File: config.mk
export PLATFORM = sky130hd
export DESIGN_NAME = mtrr_page_memory_type_resolver
export DESIGN_NICKNAME = d
export VERILOG_FILES = /design/src/sv/mpmtr_pkg.sv /design/src/sv/mtrr_page_memory_type_resolver.sv /design/src/sv/mpmtr_cell.sv
export SDC_FILE = /design/constraint.sdc
export NUM_CORES = 2
export LEC_CHECK = 0
export BUFFER_PORTS_ARGS = -buffer_cell sky130_fd_sc_hd__buf_2
export CAP_MARGIN = 10
export CORE_ASPECT_RATIO = 0.75
export CORE_MARGIN = 8
export CORE_UTILIZATION = 50
export CTS_BUF_LIST = sky130_fd_sc_hd__clkbuf_4 sky130_fd_sc_hd__clkbuf_8 sky130_fd_sc_hd__clkbuf_16
export DETAILED_ROUTE_END_ITERATION = 7
export PLACE_DENSITY = 0.68
export SKIP_LAST_GASP = 1
export SYNTH_ARGS = -nofsm -noshare
export SYNTH_HDL_FRONTEND = slang
export SYNTH_HIERARCHICAL = 1
export SYNTH_SLANG_ARGS = --single-unit
File: constraint.sdc
create_clock -name clk -period 7.76 [get_ports clk]
set_input_delay 1.164 -clock clk [delete_from_list [all_inputs] [get_ports clk]]
set_output_delay 1.164 -clock clk [all_outputs]
set_load 0.01 [all_outputs]
File: src/sv/mpmtr_pkg.sv
// Package for the MTRR page memory type resolver.
// Holds shared widths, type codes, register indexes and the chain beat types.
// No dependencies.
package mpmtr_pkg;

    localparam int FRAME_W = 40;
    localparam int TYPE_W  = 8;
    localparam int PAGE_W  = 52;
    localparam int IDX_W   = 4;
    localparam int CNT_W   = 5;
    localparam int PAB_W   = 6;
    localparam int CFG_IDX_W = 3;
    localparam int CFG_DATA_W = 8;

    // Page-granular compare covers address bits 30..51.
    localparam int HI_LSB = 30;
    localparam int HI_W   = PAGE_W - HI_LSB;
    // Frame bit that lines up with address bit 30.
    localparam int FRAME_HI_LSB = HI_LSB - 12;

    // Pages below 64 KB are unspecified.
    localparam logic [PAGE_W-1:0] LOW_LIMIT = PAGE_W'(64'h10000);

    localparam logic [TYPE_W-1:0] TYPE_UC = 8'd0;
    localparam logic [TYPE_W-1:0] TYPE_WC = 8'd1;
    localparam logic [TYPE_W-1:0] TYPE_WT = 8'd4;
    localparam logic [TYPE_W-1:0] TYPE_WP = 8'd5;
    localparam logic [TYPE_W-1:0] TYPE_WB = 8'd6;

    localparam logic OP_LOAD  = 1'b0;
    localparam logic OP_QUERY = 1'b1;

    localparam logic [CFG_IDX_W-1:0] CFG_SUPPORTED = 3'd0;
    localparam logic [CFG_IDX_W-1:0] CFG_ENABLED   = 3'd1;
    localparam logic [CFG_IDX_W-1:0] CFG_DEF_TYPE  = 3'd2;
    localparam logic [CFG_IDX_W-1:0] CFG_RANGE_CNT = 3'd3;
    localparam logic [CFG_IDX_W-1:0] CFG_PAB       = 3'd4;

    // Query beat carried from cell to cell.
    typedef struct packed {
        logic              live;
        logic              done;
        logic              status;
        logic [TYPE_W-1:0] mtype;
        logic              have_cand;
        logic [TYPE_W-1:0] cand;
    } tok_t;

    // Query operands held steady for every cell while a beat walks the chain.
    typedef struct packed {
        logic [HI_W-1:0]  page_hi;
        logic [HI_W-1:0]  hi_mask;
        logic             lo_force;
        logic [CNT_W-1:0] range_count;
    } qry_t;

    function automatic logic type_reserved(input logic [TYPE_W-1:0] t);
        return !(t == TYPE_UC || t == TYPE_WC || t == TYPE_WT ||
                 t == TYPE_WP || t == TYPE_WB);
    endfunction

endpackage

File: src/sv/mtrr_page_memory_type_resolver.sv
// Top level of the MTRR page memory type resolver: config registers,
// command control and the chain of entry cells. Depends on mpmtr_pkg, mpmtr_cell.
//
//  channel   signals                                   direction
//  command   start, busy, opcode, entry_*, page_addr   in (busy out)
//  result    done, mem_type, type_status               out, one-cycle strobe
//  config    cfg_valid, cfg_ready, cfg_index, cfg_data in (cfg_ready out)
//
// A load is taken when start meets busy low and leaves no result; busy stays low.
// A query that ends early (low page, MTRRs off) gives its result in the next cycle.
// Otherwise the query beat walks the cell chain, one cell per cycle, through each
// cell's beat register and then the result register; busy is high until the result comes.
// Reset clears all valid bits and loads the config defaults at once; there is
// no result stall.
module mtrr_page_memory_type_resolver #(
    parameter int unsigned MAX_RANGES = 16
) (
    input  logic                              clk,
    input  logic                              rst_n,
    input  logic                              start,
    output logic                              busy,
    input  logic                              opcode,
    input  logic [mpmtr_pkg::IDX_W-1:0]       entry_index,
    input  logic [mpmtr_pkg::FRAME_W-1:0]     entry_base_frame,
    input  logic [mpmtr_pkg::FRAME_W-1:0]     entry_mask_frame,
    input  logic [mpmtr_pkg::TYPE_W-1:0]      entry_type,
    input  logic                              entry_valid,
    input  logic [mpmtr_pkg::PAGE_W-1:0]      page_addr,
    output logic                              done,
    output logic [mpmtr_pkg::TYPE_W-1:0]      mem_type,
    output logic                              type_status,
    input  logic                              cfg_valid,
    output logic                              cfg_ready,
    input  logic [mpmtr_pkg::CFG_IDX_W-1:0]   cfg_index,
    input  logic [mpmtr_pkg::CFG_DATA_W-1:0]  cfg_data
);

    logic                          supported_reg;
    logic                          enabled_reg;
    logic [mpmtr_pkg::TYPE_W-1:0]  def_type_reg;
    logic [mpmtr_pkg::CNT_W-1:0]   range_cnt_reg;
    logic [mpmtr_pkg::PAB_W-1:0]   pab_reg;

    logic [mpmtr_pkg::HI_W-1:0]    page_hi_reg;
    logic                          busy_reg;
    logic                          done_reg;
    logic [mpmtr_pkg::TYPE_W-1:0]  mtype_reg;
    logic                          status_reg;

    logic                          fire;
    logic                          load_fire;
    logic                          query_fire;
    logic                          low_page;
    logic                          mtrr_off;
    logic                          inject;
    mpmtr_pkg::qry_t               qry;
    mpmtr_pkg::tok_t               tok [MAX_RANGES+1];
    mpmtr_pkg::tok_t               tail;

    assign cfg_ready = 1'b1;
    assign busy      = busy_reg;

    assign fire       = start && !busy_reg;
    assign load_fire  = fire && (opcode == mpmtr_pkg::OP_LOAD);
    assign query_fire = fire && (opcode == mpmtr_pkg::OP_QUERY);
    assign low_page   = page_addr < mpmtr_pkg::LOW_LIMIT;
    assign mtrr_off   = !supported_reg || !enabled_reg;
    assign inject     = query_fire && !low_page && !mtrr_off;

    // Write config registers.
    always_ff @(posedge clk or negedge rst_n)
    begin
        if (!rst_n)
        begin
            supported_reg <= 1'b1;
            enabled_reg   <= 1'b0;
            def_type_reg  <= '0;
            range_cnt_reg <= 5'd8;
            pab_reg       <= 6'd46;
        end
        else if (cfg_valid && cfg_ready)
        begin
            case (cfg_index)
                mpmtr_pkg::CFG_SUPPORTED: supported_reg <= cfg_data[0];
                mpmtr_pkg::CFG_ENABLED:   enabled_reg   <= cfg_data[0];
                mpmtr_pkg::CFG_DEF_TYPE:  def_type_reg  <= cfg_data;
                mpmtr_pkg::CFG_RANGE_CNT: range_cnt_reg <= cfg_data[mpmtr_pkg::CNT_W-1:0];
                mpmtr_pkg::CFG_PAB:       pab_reg       <= cfg_data[mpmtr_pkg::PAB_W-1:0];
                default: ;
            endcase
        end
    end

    // Hold the page bits that matter for the whole walk.
    always_ff @(posedge clk)
    begin
        if (inject)
        begin
            page_hi_reg <= page_addr[mpmtr_pkg::PAGE_W-1:mpmtr_pkg::HI_LSB];
        end
    end

    // Feed the first cell straight from the port in the launch cycle.
    // Address bits at or above the physical width count as masked.
    always_comb
    begin
        qry.page_hi     = inject ? page_addr[mpmtr_pkg::PAGE_W-1:mpmtr_pkg::HI_LSB]
                                 : page_hi_reg;
        qry.range_count = range_cnt_reg;
        qry.lo_force    = pab_reg < mpmtr_pkg::PAB_W'(mpmtr_pkg::HI_LSB);
        for (int k = 0; k < mpmtr_pkg::HI_W; k++)
        begin
            qry.hi_mask[k] = mpmtr_pkg::PAB_W'(mpmtr_pkg::HI_LSB + k) >= pab_reg;
        end
    end

    // Launch a fresh beat into the first cell.
    always_comb
    begin
        tok[0]           = '0;
        tok[0].live      = inject;
    end

    // Cell chain, one entry per cell.
    for (genvar i = 0; i < MAX_RANGES; i++)
    begin : g_cell
        mpmtr_cell #(
            .IDX (i)
        ) u_cell (
            .clk      (clk),
            .rst_n    (rst_n),
            .we       (load_fire && ({3'b000, entry_index} == 7'(i))),
            .wr_base  (entry_base_frame),
            .wr_mask  (entry_mask_frame),
            .wr_type  (entry_type),
            .wr_valid (entry_valid),
            .qry      (qry),
            .tok_in   (tok[i]),
            .tok_out  (tok[i+1])
        );
    end

    assign tail = tok[MAX_RANGES];

    // Control and result register: early exits or the beat leaving the chain.
    always_ff @(posedge clk or negedge rst_n)
    begin
        if (!rst_n)
        begin
            busy_reg   <= 1'b0;
            done_reg   <= 1'b0;
            mtype_reg  <= '0;
            status_reg <= 1'b0;
        end
        else
        begin
            done_reg <= 1'b0;
            if (inject)
            begin
                busy_reg <= 1'b1;
            end
            else if (query_fire)
            begin
                done_reg   <= 1'b1;
                mtype_reg  <= mpmtr_pkg::TYPE_UC;
                status_reg <= low_page;
            end
            if (tail.live)
            begin
                busy_reg <= 1'b0;
                done_reg <= 1'b1;
                if (tail.done)
                begin
                    mtype_reg  <= tail.mtype;
                    status_reg <= tail.status;
                end
                else if (!tail.have_cand || mpmtr_pkg::type_reserved(tail.cand))
                begin
                    mtype_reg  <= def_type_reg;
                    status_reg <= 1'b0;
                end
                else
                begin
                    mtype_reg  <= tail.cand;
                    status_reg <= 1'b0;
                end
            end
        end
    end

    assign done        = done_reg;
    assign mem_type    = mtype_reg;
    assign type_status = status_reg;

endmodule

File: src/sv/mpmtr_cell.sv
// One variable-range entry of the resolver chain.
// Stores base, mask, type and valid; updates the query beat and passes it on.
// Depends on mpmtr_pkg.
module mpmtr_cell #(
    parameter int unsigned IDX = 0
) (
    input  logic                          clk,
    input  logic                          rst_n,
    input  logic                          we,
    input  logic [mpmtr_pkg::FRAME_W-1:0] wr_base,
    input  logic [mpmtr_pkg::FRAME_W-1:0] wr_mask,
    input  logic [mpmtr_pkg::TYPE_W-1:0]  wr_type,
    input  logic                          wr_valid,
    input  mpmtr_pkg::qry_t               qry,
    input  mpmtr_pkg::tok_t               tok_in,
    output mpmtr_pkg::tok_t               tok_out
);

    logic [mpmtr_pkg::FRAME_W-1:0] base_reg;
    logic [mpmtr_pkg::FRAME_W-1:0] mask_reg;
    logic [mpmtr_pkg::TYPE_W-1:0]  type_reg;
    logic                          valid_reg;
    mpmtr_pkg::tok_t               tok_reg;
    mpmtr_pkg::tok_t               tok_next;

    logic                          en;
    logic [mpmtr_pkg::HI_W-1:0]    diff;
    logic                          hit;
    logic                          partial;
    logic                          wb_keep;

    // Hold the entry payload; the valid bit alone needs a reset.
    always_ff @(posedge clk)
    begin
        if (we)
        begin
            base_reg <= wr_base;
            mask_reg <= wr_mask;
            type_reg <= wr_type;
        end
    end

    always_ff @(posedge clk or negedge rst_n)
    begin
        if (!rst_n)
        begin
            valid_reg <= 1'b0;
        end
        else if (we)
        begin
            valid_reg <= wr_valid;
        end
    end

    // Compare the entry against the 1 GB page.
    always_comb
    begin
        en = valid_reg && (7'(IDX) < {2'b00, qry.range_count});
        diff = (base_reg[mpmtr_pkg::FRAME_W-1:mpmtr_pkg::FRAME_HI_LSB] ^ qry.page_hi) &
               (mask_reg[mpmtr_pkg::FRAME_W-1:mpmtr_pkg::FRAME_HI_LSB] | qry.hi_mask);
        hit = (diff == '0);
        partial = (|mask_reg[mpmtr_pkg::FRAME_HI_LSB-1:0]) || qry.lo_force;
        wb_keep = (type_reg == mpmtr_pkg::TYPE_WB) && tok_in.have_cand &&
                  (tok_in.cand == mpmtr_pkg::TYPE_WT || tok_in.cand == mpmtr_pkg::TYPE_WB);
    end

    // Update the beat: finish on partial overlap or UC, else merge the candidate.
    always_comb
    begin
        tok_next = tok_in;
        if (tok_in.live && !tok_in.done && en && hit)
        begin
            if (partial)
            begin
                tok_next.done   = 1'b1;
                tok_next.status = 1'b1;
                tok_next.mtype  = mpmtr_pkg::TYPE_UC;
            end
            else if (type_reg == mpmtr_pkg::TYPE_UC)
            begin
                tok_next.done   = 1'b1;
                tok_next.status = 1'b0;
                tok_next.mtype  = mpmtr_pkg::TYPE_UC;
            end
            else if (!wb_keep)
            begin
                tok_next.cand      = type_reg;
                tok_next.have_cand = 1'b1;
            end
        end
    end

    // Advance the beat to the next cell.
    always_ff @(posedge clk or negedge rst_n)
    begin
        if (!rst_n)
        begin
            tok_reg <= '0;
        end
        else
        begin
            tok_reg <= tok_next;
        end
    end

    assign tok_out = tok_reg;

endmodule

* Word level (Yosys, flattened, before mapping)
Cells that the tools add are included.
** Storage, ports and cells
- Bits in registers :: 1798
- Logic and storage cells :: 670
** Operators by class
- $lt $le $gt $ge :: 40
- Eq/ne operators :: 69
- Multiplexer cells :: 110
- Bitwise operators :: 49
- Reduce and logical (&&, ||, !) cells :: 232
** Operator list (number)
- $mux 9 :: 47
- $eq 8x3->1 const B :: 48
- $and 22x22->22 :: 16
- $logic_not 22->1 :: 16
- $or 22x22->22 :: 16
- $xor 22x22->22 :: 16
- $mux 10 :: 32
- $mux 19 :: 16
- $reduce_or 18->1 :: 16
- $logic_not 8->1 :: 17
- $ge 6x6->1 const A :: 20
- $logic_and 1x1->1 :: 114
- $lt 52x17->1 const B :: 1
- $lt 4x5->1 const A :: 8
- $mux 8 :: 5
- $logic_or 1x1->1 :: 37
- $eq 4x4->1 const B :: 8
- $logic_not 1->1 :: 22
- $mux 22 :: 1
- $lt 3x5->1 const A :: 4
- $eq 4x3->1 const B :: 4
- $ge 5x6->1 const A :: 2
- $reduce_and 2->1 :: 6
- $lt 1x5->1 const A :: 2
- 14 further kinds :: 26

* Depth between registers and ports, before layout
- Depth after elaboration :: 11
- Depth in mapped cells :: 13
- Gate-level depth less buffers :: 10

* Hierarchy
Netlist, hierarchy kept.
** By module, submodules not included
- mpmtr_cell (g_cell[11].u_cell ...) :: times used 2, cells each 188, area each 3276.9 um^2
- mpmtr_cell (g_cell[12].u_cell) :: times used 1, cells each 199, area each 3414.5 um^2
- mpmtr_cell (g_cell[4].u_cell) :: times used 1, cells each 196, area each 3414.5 um^2
- mpmtr_cell (g_cell[6].u_cell) :: times used 1, cells each 199, area each 3413.3 um^2
- mpmtr_cell (g_cell[14].u_cell) :: times used 1, cells each 195, area each 3400.8 um^2
- mpmtr_cell (g_cell[15].u_cell) :: times used 1, cells each 193, area each 3390.8 um^2
- mpmtr_cell (g_cell[2].u_cell) :: times used 1, cells each 206, area each 3388.2 um^2
- mpmtr_cell (g_cell[1].u_cell) :: times used 1, cells each 197, area each 3373.2 um^2
- mpmtr_cell (g_cell[13].u_cell) :: times used 1, cells each 190, area each 3338.2 um^2
- mpmtr_cell (g_cell[0].u_cell) :: times used 1, cells each 191, area each 3337.0 um^2
- mpmtr_cell (g_cell[5].u_cell) :: times used 1, cells each 197, area each 3325.7 um^2
- mpmtr_cell (g_cell[7].u_cell) :: times used 1, cells each 187, area each 3319.4 um^2
- mpmtr_cell (g_cell[9].u_cell) :: times used 1, cells each 192, area each 3318.2 um^2
- mpmtr_cell (g_cell[10].u_cell) :: times used 1, cells each 191, area each 3300.7 um^2
- 2 more rows

* Worst setup path after synthesis
OpenSTA, ideal clock, no wires.
- Path type :: input to register
- Start :: input opcode
- End :: register g_cell[0].u_cell.valid_reg
- Arrival time :: 7.593 ns
- Setup slack :: 0.078 ns
- Stages :: 4
- Path buffers :: 0
- Cells stage by stage :: or3b_2 or3_1 nor3_1 mux2_2
** On the way
- Longest elaborated chain between the ends :: 3
** RTL lines
- from (decl) :: RTL line mtrr_page_memory_type_resolver.sv:22 : input logic opcode,
- $not 1->1 :: RTL line mtrr_page_memory_type_resolver.sv:64 : assign load_fire = fire && (opcode == mpmtr_pkg::OP_LOAD);
- $logic_and 1x1->1 :: RTL line mtrr_page_memory_type_resolver.sv:64
- $logic_and 1x1->1 :: RTL line mtrr_page_memory_type_resolver.sv:132 : .we (load_fire && ({3'b000, entry_index} == 7'(i))),
- to (signal assigned) :: RTL line mpmtr_cell.sv:51 : valid_reg <= wr_valid;
- to (decl) :: RTL line mpmtr_cell.sv:22 : logic valid_reg;
Every way passes these cells.
A chain may end at the register's enable or synchronous reset.

==> results.sh <==
export IMPL_final_util=0.575
export IMPL_status="finished clean"
export IMPL_worstPathMaxFanout=13
export IMPL_drt_total_wl_mm=152
export IMPL_peakVddDrop_v=0.000213
export IMPL_vias_per_cell=5.97
export IMPL_power_leakage_nw=21.5
export IMPL_numCtsBuffers=139
export IMPL_dr_pass1_iters=6
export IMPL_timing_hold_ws_ns=0.365
export IMPL_die_h_um=307
export IMPL_fin_crit_sh=0.731
export IMPL_muxShareOfSynthArea=0.0383
export IMPL_dr_total_vias=32051
export IMPL_async_flop_share=0.244
export IMPL_min_path_type="flip-flop to flip-flop"
export IMPL_clk_pin_slew_ns=0.06
export IMPL_die_w_um=404
export IMPL_cts_tree="yes"
export IMPL_worstSetupEndpointType="flip-flop"
export IMPL_largest_reg_flops=640
export IMPL_cap_violations=0
export IMPL_worst_setup_path_start_kind="input pin"
export IMPL_grt_pass1_vias=30525
export IMPL_crit_chain="buf_2 > and3b_1 > and3_1 > o31ai_4 > mux2_1 > xnor2_1 > o22ai_1 > nor4_1 > nand4_1 > a311oi_4 > mux2_2"
export IMPL_r2r_slack_ns=2.12
export IMPL_ys_flop_type="edfxtp_1"
export IMPL_io_pins=173
export IMPL_rr_worst_depth=10
export IMPL_clock_sinks=1510
export IMPL_worst_pin_slew_ns=1.28
export IMPL_postRouteAntennaNets=0
export IMPL_finalSetupViolations=0
export IMPL_powerDensity_nw_per_um2=260
export IMPL_remaining_drc_errors=0
export IMPL_yosys_warnings=6
export IMPL_synth_xor_area_share=0.0397
export IMPL_fmax_mhz=176
export IMPL_layout_drive_gt1_share=0.201
export IMPL_cts_hold_buf=0
export IMPL_critPathRequiredTime_ns=8.41
export IMPL_clkLatencyLatePin_ns=0.77
export IMPL_syn_to_final_growth_pct=14.0
export IMPL_drtIter0Drc=4001
export IMPL_synth_compound_area_frac=0.0558
export IMPL_min_path_cells=0
export IMPL_design_core_area_um2=112000
export IMPL_critPathKind="input pin to flip-flop"
export IMPL_cts_resized=0
export IMPL_fin_crit_ns=5.67
export IMPL_die_area_um2=124000
export IMPL_layout_common_cells="edfxtp_1 (1120), dfrtp_1 (362), nor2_1 (308), xnor2_1 (248), o22ai_1 (233)"
export IMPL_cts_setup_buffers=0
export IMPL_synthCells=3379
export IMPL_worst_path_dominant_cell_family="simple AND/OR/NAND/NOR gates"
export IMPL_cts_buffer_depth=3
export IMPL_yosysSeqAreaShare=0.768
export IMPL_synth_top_family_by_area="simple AND/OR/NAND/NOR gates"
export IMPL_clock_root_buffer="clkbuf_16"
export IMPL_p_total_mw=16.7
export IMPL_grt_total_usage=0.242
export IMPL_grt_first_pass_wirelength_mm=215
export IMPL_drv_slew=0
export IMPL_finalSetupTns_ns=0
export IMPL_skew_ns=0.0252
export IMPL_fin_nets=3900
export IMPL_htree_levels=4
export IMPL_gp_congestion=0.911
export IMPL_synth_avg_cell_area_um2=16.7
export IMPL_finalHoldViolCount=0
export IMPL_final_common_cell="edfxtp_1"
export IMPL_synthesis_area_um2=56300
export IMPL_yosysUniqueCellTypes=90
export IMPL_synth_simple_area_share=0.0941
export IMPL_cp_arrival_ns=6.32
export IMPL_hpwlAfterDp_mm=96.7
export IMPL_path_depth=11
export IMPL_grt_max_degree=189
export IMPL_start_util=0.505
export IMPL_portBuffers=137
export IMPL_synth_seq_cells=1510
export IMPL_num_rows=106
export IMPL_overflow=0
export IMPL_cp_slowest_cell="mux2_1"
export IMPL_antenna_found_initial=7
export IMPL_path_buf_inv=1
export IMPL_synth_fa_ha_area_frac=0
export IMPL_rsz0062_at_grt="false"
export IMPL_critPathMaxStageDelay_ns=1.08
export IMPL_synth_edf_count=1120
export IMPL_slew_headroom=0.146
export IMPL_wl_per_cell_um=28.3
## power by group
group,switching (mW),internal [mW]
combinational,0.731,0.271
clock,2.96,3.85
sequential,0.0939,8.79
total,3.78,12.9
## area by class of cell
cell class / instances / area, µm²
sequential: 1510 / 43300
multi-input combinational: 1856 / 13100
clock inverter: 65 / 617
timing repair buffer: 212 / 1270
clock buffer: 187 / 3950
tap: 1512 / 1890
fill: 8552 / 47400
antenna: 6 / 15.0
inverter: 20 / 75.1
## synth_stat cells, drive strengths merged (7+ instances only)
library cell	instances	area [µm²]
a21oi	115	598
a31oi	12	75.1
and2	25	163
and2b	24	198
and3	8	50.1
buf	10	95.1
clkbuf	10	37.5
dfrtp	362	9060
dfxtp	22	440
edfxtp	1120	33600
inv	19	71.3
mux2	181	2160
nand2	52	195
nand2b	11	76.3
nand3	23	115
nand4	45	315
nor2	329	1300
nor2b	92	576
nor3	28	216
nor4	176	1390
nor4b	10	87.6
nor4bb	7	70.1
o2111ai	13	114
o21a	8	60.1
o21ai	65	337
o22ai	235	1480
or2	26	163
or3	9	61.3
or4	15	128
xnor2	252	2240
## worst reg2reg max path, delay by kind of cell (launching register included)
kind | cells | cell delay, ns
flip-flops | 1 | 0.39
XOR/XNOR | 1 | 0.22
AO/OA/AOI/OAI | 3 | 0.89
multiplexers | 2 | 1.48
AND/OR/NAND/NOR | 4 | 2.53
## metrics by stage
step                instance area, µm²  std cells  setup WS [ns]
finish                           64200       5368           2.09
global route                     64200       5362           1.97
CTS                              64200       5362           2.24
detailed placement               59700       5110           1.42
global placement                 59700       5110           1.42
floorplan                        56400       3406         0.0775
## path summary, 6_finish.rpt
path | start | end
worst min-delay path | g_cell[1].u_cell/tok_out[19] | g_cell[2].u_cell/tok_out[19]
min in group asynchronous | rst_n | mem_type[6]
worst max-delay path | opcode | g_cell[3].u_cell/tok_out[4]
worst min register to register | g_cell[1].u_cell/tok_out[19] | g_cell[2].u_cell/tok_out[19]
worst max register to register | busy | g_cell[3].u_cell/tok_out[4]
max in group asynchronous | rst_n | g_cell[12].u_cell/tok_out[0]
## layer usage
layer | vias up | track usage | share of wire
li1 | 13762 | - | -
met1 | 16218 | 0.357 | 0.42
met2 | 1777 | 0.335 | 0.41
met3 | 292 | 0.0840 | 0.14
met4 | 2 | 0.0793 | 0.032
met5 | - | 0 | 0.000085
## kinds of logic (layout without fill, tap and decap cells)
family                 Yosys count  count (layout)
XOR/XNOR                       252             252
flip-flops                    1510            1510
AO/OA/AOI/OAI                  493             493
multiplexers                   181             181
other                            2              35
AND/OR/NAND/NOR                901             901
buffers and inverters           40             484
(Power assumes the default switching activity.)
